$ cat config.mk
export PLATFORM = sky130hd
export DESIGN_NAME = indexed_insert_erase_array
export DESIGN_NICKNAME = d
export VERILOG_FILES = /design/src/rtl/iiea_pkg.sv /design/src/rtl/indexed_insert_erase_array.sv /design/src/rtl/iiea_ram.sv /design/src/rtl/iiea_seq.sv
export SDC_FILE = /design/constraint.sdc
export NUM_CORES = 2
export LEC_CHECK = 0
export BUFFER_PORTS_ARGS = -buffer_cell sky130_fd_sc_hd__buf_2
export CAP_MARGIN = 10
export CORE_ASPECT_RATIO = 1.2
export CORE_MARGIN = 4
export CORE_UTILIZATION = 63
export DETAILED_ROUTE_END_ITERATION = 8
export PLACE_DENSITY_LB_ADDON = 0.08
export REMOVE_ABC_BUFFERS = 1
export SLEW_MARGIN = 10
export SYNTH_ARGS = -nofsm -noshare
export SYNTH_HDL_FRONTEND = slang
export SYNTH_SLANG_ARGS = --single-unit
$ cat constraint.sdc
create_clock -name clk_i -period 5.6 [get_ports clk_i]
set_clock_uncertainty 0.2 [all_clocks]
set_input_delay 0.84 -clock clk_i [delete_from_list [all_inputs] [get_ports clk_i]]
set_output_delay 0.84 -clock clk_i [all_outputs]
set_load 0.05 [all_outputs]
$ cat src/rtl/iiea_pkg.sv
// Package for the indexed insert/erase array: sizes, request and status codes,
// sequencer states and the payload and RAM request structs. No dependencies.
package iiea_pkg;

  localparam int CAPACITY = 64;
  localparam int AW       = $clog2(CAPACITY);
  localparam int CW       = $clog2(CAPACITY + 1);
  localparam int IDX_W    = 7;
  localparam int CNT_W    = 7;
  localparam int WORD_W   = 32;
  localparam int CMPW     = (CW > IDX_W) ? CW : IDX_W;

  typedef enum logic [2:0] {
    REQ_APPEND     = 3'd0,
    REQ_DROP_LAST  = 3'd1,
    REQ_PREPEND    = 3'd2,
    REQ_DROP_FIRST = 3'd3,
    REQ_INSERT     = 3'd4,
    REQ_ERASE      = 3'd5,
    REQ_READ       = 3'd6
  } req_e;

  typedef enum logic [1:0] {
    ST_OK        = 2'd0,
    ST_FULL      = 2'd1,
    ST_EMPTY     = 2'd2,
    ST_BAD_INDEX = 2'd3
  } status_e;

  typedef enum logic [2:0] {
    S_IDLE,
    S_INS_RD,
    S_INS_WR,
    S_PUT,
    S_ERA_RD,
    S_ERA_WR,
    S_RD,
    S_RESP
  } state_e;

  typedef struct packed {
    logic [2:0]               req_type;
    logic signed [WORD_W-1:0] value;
    logic [IDX_W-1:0]         index;
  } in_item_t;

  typedef struct packed {
    logic [1:0]               status;
    logic [CNT_W-1:0]         count;
    logic signed [WORD_W-1:0] read_value;
  } out_item_t;

  typedef struct packed {
    logic              we;
    logic [AW-1:0]     waddr;
    logic [WORD_W-1:0] wdata;
    logic              re;
    logic [AW-1:0]     raddr;
  } ram_req_t;

  // The count field carries the stored count masked to its width.
  function automatic logic [CNT_W-1:0] count_field(logic [CW-1:0] c);
    logic [CMPW-1:0] w;
    w = CMPW'(c);
    return w[CNT_W-1:0];
  endfunction

endpackage

$ cat src/rtl/indexed_insert_erase_array.sv
// Top level of the indexed insert/erase array: sequencer, entry RAM and
// result output register. Depends on iiea_pkg, iiea_ram and iiea_seq.
//
//   channel | signals                            | moves
//   --------+------------------------------------+-------------------------
//   in      | in_valid_i, in_ready_o, in_data_i  | one request per transfer
//   out     | out_valid_o, out_ready_i, out_data_o | one result per transfer
//
// One request is worked on at a time. Fails, pop back and unused codes need no
// shift, and a read waits for the registered RAM read. An insert or an erase
// shifts the entries from its index to the back; each entry moved is a read and
// a write-back through the single RAM.
// Reset clears the count and the sequencer; the RAM is not cleared and no
// entry is read before it has been written.
// A result that waits in the output register does not stop the next request
// from being accepted; the sequencer only holds when its own result finds
// the output register still occupied.
module indexed_insert_erase_array (
  input  logic                 clk_i,
  input  logic                 rst_ni,
  input  logic                 in_valid_i,
  output logic                 in_ready_o,
  input  iiea_pkg::in_item_t   in_data_i,
  output logic                 out_valid_o,
  input  logic                 out_ready_i,
  output iiea_pkg::out_item_t  out_data_o
);

  iiea_pkg::ram_req_t          ram_req;
  logic [iiea_pkg::WORD_W-1:0] ram_rdata;
  iiea_pkg::out_item_t         res;
  logic                        res_valid;
  logic                        res_ready;
  logic                        out_valid_q;
  iiea_pkg::out_item_t         out_data_q;

  // The sequencer runs every request and leaves its result here.
  iiea_seq u_seq (
    .clk_i       (clk_i),
    .rst_ni      (rst_ni),
    .in_valid_i  (in_valid_i),
    .in_ready_o  (in_ready_o),
    .in_data_i   (in_data_i),
    .res_valid_o (res_valid),
    .res_ready_i (res_ready),
    .res_o       (res),
    .ram_o       (ram_req),
    .ram_rdata_i (ram_rdata)
  );

  // The entry store: one write and one registered read each cycle.
  iiea_ram #(
    .DATA_W (iiea_pkg::WORD_W),
    .DEPTH  (iiea_pkg::CAPACITY)
  ) u_ram (
    .clk_i   (clk_i),
    .we_i    (ram_req.we),
    .waddr_i (ram_req.waddr),
    .wdata_i (ram_req.wdata),
    .re_i    (ram_req.re),
    .raddr_i (ram_req.raddr),
    .rdata_o (ram_rdata)
  );

  // The output register takes a result when it is empty or is being emptied
  // by a transfer in the same cycle.
  assign res_ready = !out_valid_q || out_ready_i;

  always_ff @(posedge clk_i or negedge rst_ni) begin
    if (!rst_ni) begin
      out_valid_q <= 1'b0;
    end else if (res_ready) begin
      out_valid_q <= res_valid;
    end
  end

  always_ff @(posedge clk_i) begin
    if (res_ready && res_valid) begin
      out_data_q <= res;
    end
  end

  assign out_valid_o = out_valid_q;
  assign out_data_o  = out_data_q;

endmodule

$ cat src/rtl/iiea_ram.sv
// Generic simple dual-port RAM: one write port, one registered read port.
// No dependencies.
module iiea_ram #(
  parameter int DATA_W = 32,
  parameter int DEPTH  = 64,
  parameter int ADDR_W = $clog2(DEPTH)
) (
  input  logic              clk_i,
  input  logic              we_i,
  input  logic [ADDR_W-1:0] waddr_i,
  input  logic [DATA_W-1:0] wdata_i,
  input  logic              re_i,
  input  logic [ADDR_W-1:0] raddr_i,
  output logic [DATA_W-1:0] rdata_o
);

  logic [DATA_W-1:0] mem [DEPTH];

  always_ff @(posedge clk_i) begin
    if (we_i) begin
      mem[waddr_i] <= wdata_i;
    end
  end

  always_ff @(posedge clk_i) begin
    if (re_i) begin
      rdata_o <= mem[raddr_i];
    end
  end

endmodule

$ cat src/rtl/iiea_seq.sv
// Request sequencer: checks, entry count and the read/write-back moves that
// shift entries in the RAM. Depends on iiea_pkg.
module iiea_seq (
  input  logic                         clk_i,
  input  logic                         rst_ni,
  input  logic                         in_valid_i,
  output logic                         in_ready_o,
  input  iiea_pkg::in_item_t           in_data_i,
  output logic                         res_valid_o,
  input  logic                         res_ready_i,
  output iiea_pkg::out_item_t          res_o,
  output iiea_pkg::ram_req_t           ram_o,
  input  logic [iiea_pkg::WORD_W-1:0]  ram_rdata_i
);

  iiea_pkg::state_e state_q, state_d;
  logic [iiea_pkg::CW-1:0]     count_q, count_d;
  logic [iiea_pkg::AW-1:0]     pos_q, pos_d;
  logic [iiea_pkg::AW-1:0]     ptr_q, ptr_d;
  logic [iiea_pkg::WORD_W-1:0] word_q, word_d;
  logic [iiea_pkg::WORD_W-1:0] rdval_q, rdval_d;
  iiea_pkg::status_e           status_q, status_d;

  iiea_pkg::req_e              req;
  logic [iiea_pkg::CMPW-1:0]   idx_w, cnt_w;
  logic                        full, empty;
  logic                        do_ins, do_era;
  logic [iiea_pkg::AW-1:0]     new_pos;

  assign req   = iiea_pkg::req_e'(in_data_i.req_type);
  assign idx_w = iiea_pkg::CMPW'(in_data_i.index);
  assign cnt_w = iiea_pkg::CMPW'(count_q);
  assign full  = count_q >= iiea_pkg::CW'(iiea_pkg::CAPACITY);
  assign empty = count_q == '0;

  assign in_ready_o  = state_q == iiea_pkg::S_IDLE;
  assign res_valid_o = state_q == iiea_pkg::S_RESP;
  assign res_o.status     = status_q;
  assign res_o.count      = iiea_pkg::count_field(count_q);
  assign res_o.read_value = rdval_q;

  always_comb begin
    state_d  = state_q;
    count_d  = count_q;
    pos_d    = pos_q;
    ptr_d    = ptr_q;
    word_d   = word_q;
    rdval_d  = rdval_q;
    status_d = status_q;
    do_ins   = 1'b0;
    do_era   = 1'b0;
    new_pos  = iiea_pkg::AW'(idx_w);
    ram_o    = '0;

    case (state_q)
      iiea_pkg::S_IDLE: begin
        if (in_valid_i) begin
          status_d = iiea_pkg::ST_OK;
          rdval_d  = '0;
          word_d   = in_data_i.value;
          state_d  = iiea_pkg::S_RESP;
          case (req)
            iiea_pkg::REQ_APPEND: begin
              if (full) status_d = iiea_pkg::ST_FULL;
              else begin
                new_pos = iiea_pkg::AW'(count_q);
                do_ins  = 1'b1;
              end
            end
            iiea_pkg::REQ_DROP_LAST: begin
              if (empty) status_d = iiea_pkg::ST_EMPTY;
              else count_d = count_q - iiea_pkg::CW'(1);
            end
            iiea_pkg::REQ_PREPEND: begin
              if (full) status_d = iiea_pkg::ST_FULL;
              else begin
                new_pos = '0;
                do_ins  = 1'b1;
              end
            end
            iiea_pkg::REQ_DROP_FIRST: begin
              if (empty) status_d = iiea_pkg::ST_EMPTY;
              else begin
                new_pos = '0;
                do_era  = 1'b1;
              end
            end
            iiea_pkg::REQ_INSERT: begin
              if (full) status_d = iiea_pkg::ST_FULL;
              else if (idx_w > cnt_w) status_d = iiea_pkg::ST_BAD_INDEX;
              else do_ins = 1'b1;
            end
            iiea_pkg::REQ_ERASE: begin
              if (empty) status_d = iiea_pkg::ST_EMPTY;
              else if (idx_w >= cnt_w) status_d = iiea_pkg::ST_BAD_INDEX;
              else do_era = 1'b1;
            end
            iiea_pkg::REQ_READ: begin
              if (empty) status_d = iiea_pkg::ST_EMPTY;
              else if (idx_w >= cnt_w) status_d = iiea_pkg::ST_BAD_INDEX;
              else begin
                // Issue the read now; the word is on the read port next cycle.
                ram_o.re    = 1'b1;
                ram_o.raddr = new_pos;
                state_d     = iiea_pkg::S_RD;
              end
            end
            default: ;
          endcase

          if (do_ins) begin
            pos_d = new_pos;
            if (iiea_pkg::CW'(new_pos) == count_q) begin
              state_d = iiea_pkg::S_PUT;
            end else begin
              ptr_d   = iiea_pkg::AW'(count_q);
              state_d = iiea_pkg::S_INS_RD;
            end
          end
          if (do_era) begin
            pos_d = new_pos;
            ptr_d = new_pos;
            if (iiea_pkg::CW'(new_pos) + iiea_pkg::CW'(1) == count_q) begin
              count_d = count_q - iiea_pkg::CW'(1);
            end else begin
              state_d = iiea_pkg::S_ERA_RD;
            end
          end
        end
      end
      iiea_pkg::S_INS_RD: begin
        ram_o.re    = 1'b1;
        ram_o.raddr = ptr_q - iiea_pkg::AW'(1);
        state_d     = iiea_pkg::S_INS_WR;
      end
      iiea_pkg::S_INS_WR: begin
        ram_o.we    = 1'b1;
        ram_o.waddr = ptr_q;
        ram_o.wdata = ram_rdata_i;
        ptr_d       = ptr_q - iiea_pkg::AW'(1);
        state_d     = (ptr_d == pos_q) ? iiea_pkg::S_PUT : iiea_pkg::S_INS_RD;
      end
      iiea_pkg::S_PUT: begin
        ram_o.we    = 1'b1;
        ram_o.waddr = pos_q;
        ram_o.wdata = word_q;
        count_d     = count_q + iiea_pkg::CW'(1);
        state_d     = iiea_pkg::S_RESP;
      end
      iiea_pkg::S_ERA_RD: begin
        ram_o.re    = 1'b1;
        ram_o.raddr = ptr_q + iiea_pkg::AW'(1);
        state_d     = iiea_pkg::S_ERA_WR;
      end
      iiea_pkg::S_ERA_WR: begin
        ram_o.we    = 1'b1;
        ram_o.waddr = ptr_q;
        ram_o.wdata = ram_rdata_i;
        ptr_d       = ptr_q + iiea_pkg::AW'(1);
        if (iiea_pkg::CW'(ptr_q) + iiea_pkg::CW'(2) == count_q) begin
          count_d = count_q - iiea_pkg::CW'(1);
          state_d = iiea_pkg::S_RESP;
        end else begin
          state_d = iiea_pkg::S_ERA_RD;
        end
      end
      iiea_pkg::S_RD: begin
        // The word read in the accepting cycle is captured here.
        rdval_d = ram_rdata_i;
        state_d = iiea_pkg::S_RESP;
      end
      iiea_pkg::S_RESP: begin
        if (res_ready_i) state_d = iiea_pkg::S_IDLE;
      end
      default: state_d = iiea_pkg::S_IDLE;
    endcase
  end

  always_ff @(posedge clk_i or negedge rst_ni) begin
    if (!rst_ni) begin
      state_q <= iiea_pkg::S_IDLE;
      count_q <= '0;
    end else begin
      state_q <= state_d;
      count_q <= count_d;
    end
  end

  always_ff @(posedge clk_i) begin
    pos_q    <= pos_d;
    ptr_q    <= ptr_d;
    word_q   <= word_d;
    status_q <= status_d;
    rdval_q  <= rdval_d;
  end

  // The stored count never passes the capacity.
  a_count_range: assert property (@(posedge clk_i) disable iff (!rst_ni)
    count_q <= iiea_pkg::CW'(iiea_pkg::CAPACITY))
    else $error("entry count above capacity");

  // A shift never reads and writes the same entry in one cycle.
  a_no_rw_collide: assert property (@(posedge clk_i) disable iff (!rst_ni)
    !(ram_o.we && ram_o.re && ram_o.waddr == ram_o.raddr))
    else $error("read and write of one entry in the same cycle");

  // One request moves the count by at most one entry.
  a_count_step: assert property (@(posedge clk_i) disable iff (!rst_ni)
    count_q != $past(count_q) |->
      (count_q == $past(count_q) + iiea_pkg::CW'(1) ||
       count_q == $past(count_q) - iiea_pkg::CW'(1)))
    else $error("entry count jumped");

  // A read result is offered right after its word has been captured.
  a_read_capture: assert property (@(posedge clk_i) disable iff (!rst_ni)
    state_q == iiea_pkg::S_RD |=> res_valid_o)
    else $error("read result not offered after capture");

endmodule

==> impl_metrics.ini <==
[status]
status = finished clean

[clocking]
cts_root_buffer = clkbuf_16
postCtsSetupRepairBufs = 0
cts_resized = 0
postCtsHoldBufs = 28
clock_path_buffers = 3
cts_tree = built
clock_latency_ns = 0.84
path_clk_slew_ns = 0.06
numClockSinks = 2210
htree_levels = 4
numCtsBuffers = 202

[critical_path]
critical_path_class = reg2reg
cp_max_fo = 14
cp.required_ns = 5.96
r2r_slack_ns = 0.30
crit_path_end_kind = flip-flop
startpoint_type = flip-flop
cp.arrival_ns = 5.66

[hold_path]
hp-class = in2reg

[power_and_ir_drop]
power_frac_comb_pct = 36.1
leakage_nw = 34.3
power_switching_mw = 21.5
peakVddDrop_uv = 686
switching_share_pct = 38.1
clkPwrFrac_pct = 23.3
seq_power_share_pct = 40.6
cellPowerDensity_nw_per_um2 = 575
p_int_mw = 35.1

[cells_and_area]
drive_gt1_share_pct = 11.1
fillCellCount = 8998
fin_nets = 6714
area_delta_synth_final_pct = 13.2
final_cells = 8638
fin_util_pct = 71.6

[die]
placement_rows = 149
die_area_um2 = 144000
start_util_pct = 63.3
die-height_um = 415
dieWidth_um = 347
io_pins = 89
core_area_um2 = 137000

[yosys]
ys_async_sr_fraction_pct = 0.498
synth_xor_xnor_area_share_pct = 0.282
synth_edf_count = 2199
seq_area_frac_synth_pct = 76.2
synth_top_family_by_area = simple AND/OR/NAND/NOR gates
syn-cell-area_um2 = 87000
avgSynthCellArea_um2 = 13.4
ys.flop_type = edfxtp_1
syn_inst = 6472
synth_compound_area_share_pct = 3.62
synth-simple-area-share_pct = 16.2
ys_warn_count = 0
ys_ff_latch = 2210
synth_fa_ha_area_share_pct = 0.216
ys_types = 73
synth_mux_area_share_pct = 1.48

[timing]
slew_viol_final = 0
hold_viol = 0
fin_crit_sh_pct = 94.6
whs_ns = 0.0484
fmax_ghz = 0.189
setup_viol = 0
fin_setup_tns_ns = 0
relSlewSlack_pct = 16.2
rsz0062_at_grt = false
period_minus_slack_ns = 5.30
worst_slew_pin_slew_ns = 1.26

[grt]
grt_util_met1_pct = 46.8
met3_usage_pct = 6.71
use_met2_pct = 53.9
grt_overflow = 0
grt_first_pass_wirelength_um = 360000
grt_busiest_layer = met2
gr-usage-all-layers_pct = 34.3
grt_max_degree = 161
antenna_found_initial = 10
grt_pass1_vias = 53300

[drt]
wire_per_inst_um = 29.2
drc_errors = 0
via_per_inst = 6.54
vias = 56500
final_antenna_net_count = 0
drt-pass1-iter-count = 9
drt-total-wl_um = 252000
drtIter0Drc = 8138

[placed_design]
port_buffers = 88
place_congestion = 0.900
dpl.cell_count = 8233
dp_hpwl_um = 134000

[flow_run]
cap_violations = 0
## through the flow
step | instance area, µm² | power (mW) | worst slack (ns)
detailed placement | 91900 | 43.4 | 0.396
global placement | 91900 | 43.1 | 0.470
finish | 98400 | 56.6 | 0.300
CTS | 98400 | 56.5 | 0.373
global route | 98400 | 58.6 | 0.203
floorplan | 85400 | 33.0 | -29.73
## metal layers
layer | routed length [µm] | vias to the layer above
met2 | 119000 | 3648
li1 | - | 24300
met5 | 27 | -
met3 | 28800 | 587
met1 | 91400 | 27900
met4 | 13000 | 4
## kinds of logic (layout without fill, tap and decap cells)
group	after synthesis	count (layout)
AOI/OAI and AO/OA	425	425
buffers and inverters	427	772
other	0	9
muxes	129	129
adders and majority gates	15	15
DFF	2210	2210
xor gates and xnor gates	28	28
and+or+nand+nor	3238	3238
## final timing paths
path / startpoint / end / depth (start not counted)
worst max-delay path: u_seq.cnt_w[1] / u_ram.rdata_o[9] / 13
worst min-delay path: in_data_i[32] / u_seq.word_q[25] / 1
worst max register to register: u_seq.cnt_w[1] / u_ram.rdata_o[9] / 13
worst min register to register: u_seq.rdval_q[18] / out_data_o[18] / 0
max in group asynchronous: rst_ni / u_seq.state_q[2] / 2
min in group asynchronous: rst_ni / u_seq.cnt_w[5] / 2
## registers in the layout, summed over array words and instances, names as in the netlist, 2 cells and up
signal and count:
u_ram.rdata_o 32, u_seq.cnt_w 7, u_seq.pos_q 6, u_seq.word_q 32, u_seq.state_q 3, out_data_o 41
u_ram.mem 2048, u_seq.status_q 2, u_seq.ptr_q 6, u_seq.rdval_q 32
## placed cells by master (no fill, tap or decap), types with 8 or more instances in the layout
cell / netlist / layout
ha_1: 15 / 15
a21oi_1: 31 / 30
bufinv_16: 0 / 12
a31oi_1: 132 / 132
nand2_1: 1850 / 1848
a22o_2: 1 / 33
o21ai_1: 8 / 8
or3_1: 35 / 35
nand3_1: 1058 / 1056
mux2i_1: 129 / 129
o21ai_0: 22 / 21
clkinv_2: 0 / 27
nand2b_1: 9 / 9
edfxtp_1: 2199 / 2199
clkinv_1: 1 / 42
dlygate4sd3_1: 0 / 28
buf_2: 8 / 88
xnor2_1: 14 / 14
diode_2: 0 / 9
a22oi_1: 9 / 9
buf_4: 0 / 174
a32oi_1: 124 / 124
nor2_1: 91 / 21
clkbuf_16: 0 / 206
xor2_1: 14 / 14
dfrtp_1: 11 / 11
inv_1: 21 / 20
nor3_1: 14 / 9
and3_1: 39 / 39
clkbuf_1: 360 / 66
nor2_4: 0 / 69
nand4_1: 109 / 109
buf_12: 0 / 92
o22ai_1: 11 / 9
## layout make-up
type	instances	area [µm²]	share of cell area, %
Inverter	22	82.6	0.0839
Tap cell	1812	2270	2.30
Antenna cell	9	22.5	0.0229
Multi-Input combinational cell	3835	19700	20.0
Clock inverter	94	798	0.811
Clock buffer	274	5430	5.52
Sequential cell	2210	66300	67.4
Timing Repair Buffer	382	3870	3.93
## worst max-delay path: stages, from the launching register on
cell and delay [ns]:
dfrtp_1 0.37, inv_1 0.16, ha_1 0.29, or4b_4 0.54, or3_1 0.46, and3_1 0.25, o2111ai_2 0.28, a2bb2oi_2 0.48
nand2b_1 0.38, nor2_4 0.25, buf_4 0.30, nand3_1 0.11, nand4_1 0.44, or3_1 0.50
## cell usage after synthesis (all sizes together), types with 3 or more instances
cell,n,area [µm²]
nor2b,4,25.0
o221ai,6,52.6
o22ai,11,68.8
and2b,4,32.5
nor2,91,342
nand3b,6,45.0
a32oi,124,1090
nor4,6,43.8
nand2,1850,6940
ha,15,188
a21o,5,37.5
o211a,3,30.0
and3,40,251
buf,41,194
o21ba,3,30.0
and2,3,18.8
xor2,14,123
o21ai,31,159
nand3,1058,5300
nand2b,9,56.3
a22o,37,325
o22a,5,45.0
o21a,5,38.8
dfrtp,11,275
a21oi,31,155
xnor2,14,123
nor3,14,70.1
mux2i,129,1290
a31oi,132,826
inv,21,78.8
edfxtp,2199,66000
or3,36,226
clkbuf,364,1410
nand4,109,682
a22oi,9,67.6
## power by group through the flow
stage	clock network [mW]	logic [mW]	registers (mW)
3_3_place_gp	0	19.8	23.3
6_report	13.2	20.4	23.0
3_5_place_dp	0	20.1	23.3
5_1_grt	14.0	21.6	23.0
4_1_cts	13.3	20.2	23.0
2_1_floorplan	0	9.67	23.4
Note: power is estimated with default switching activity, not from simulation.
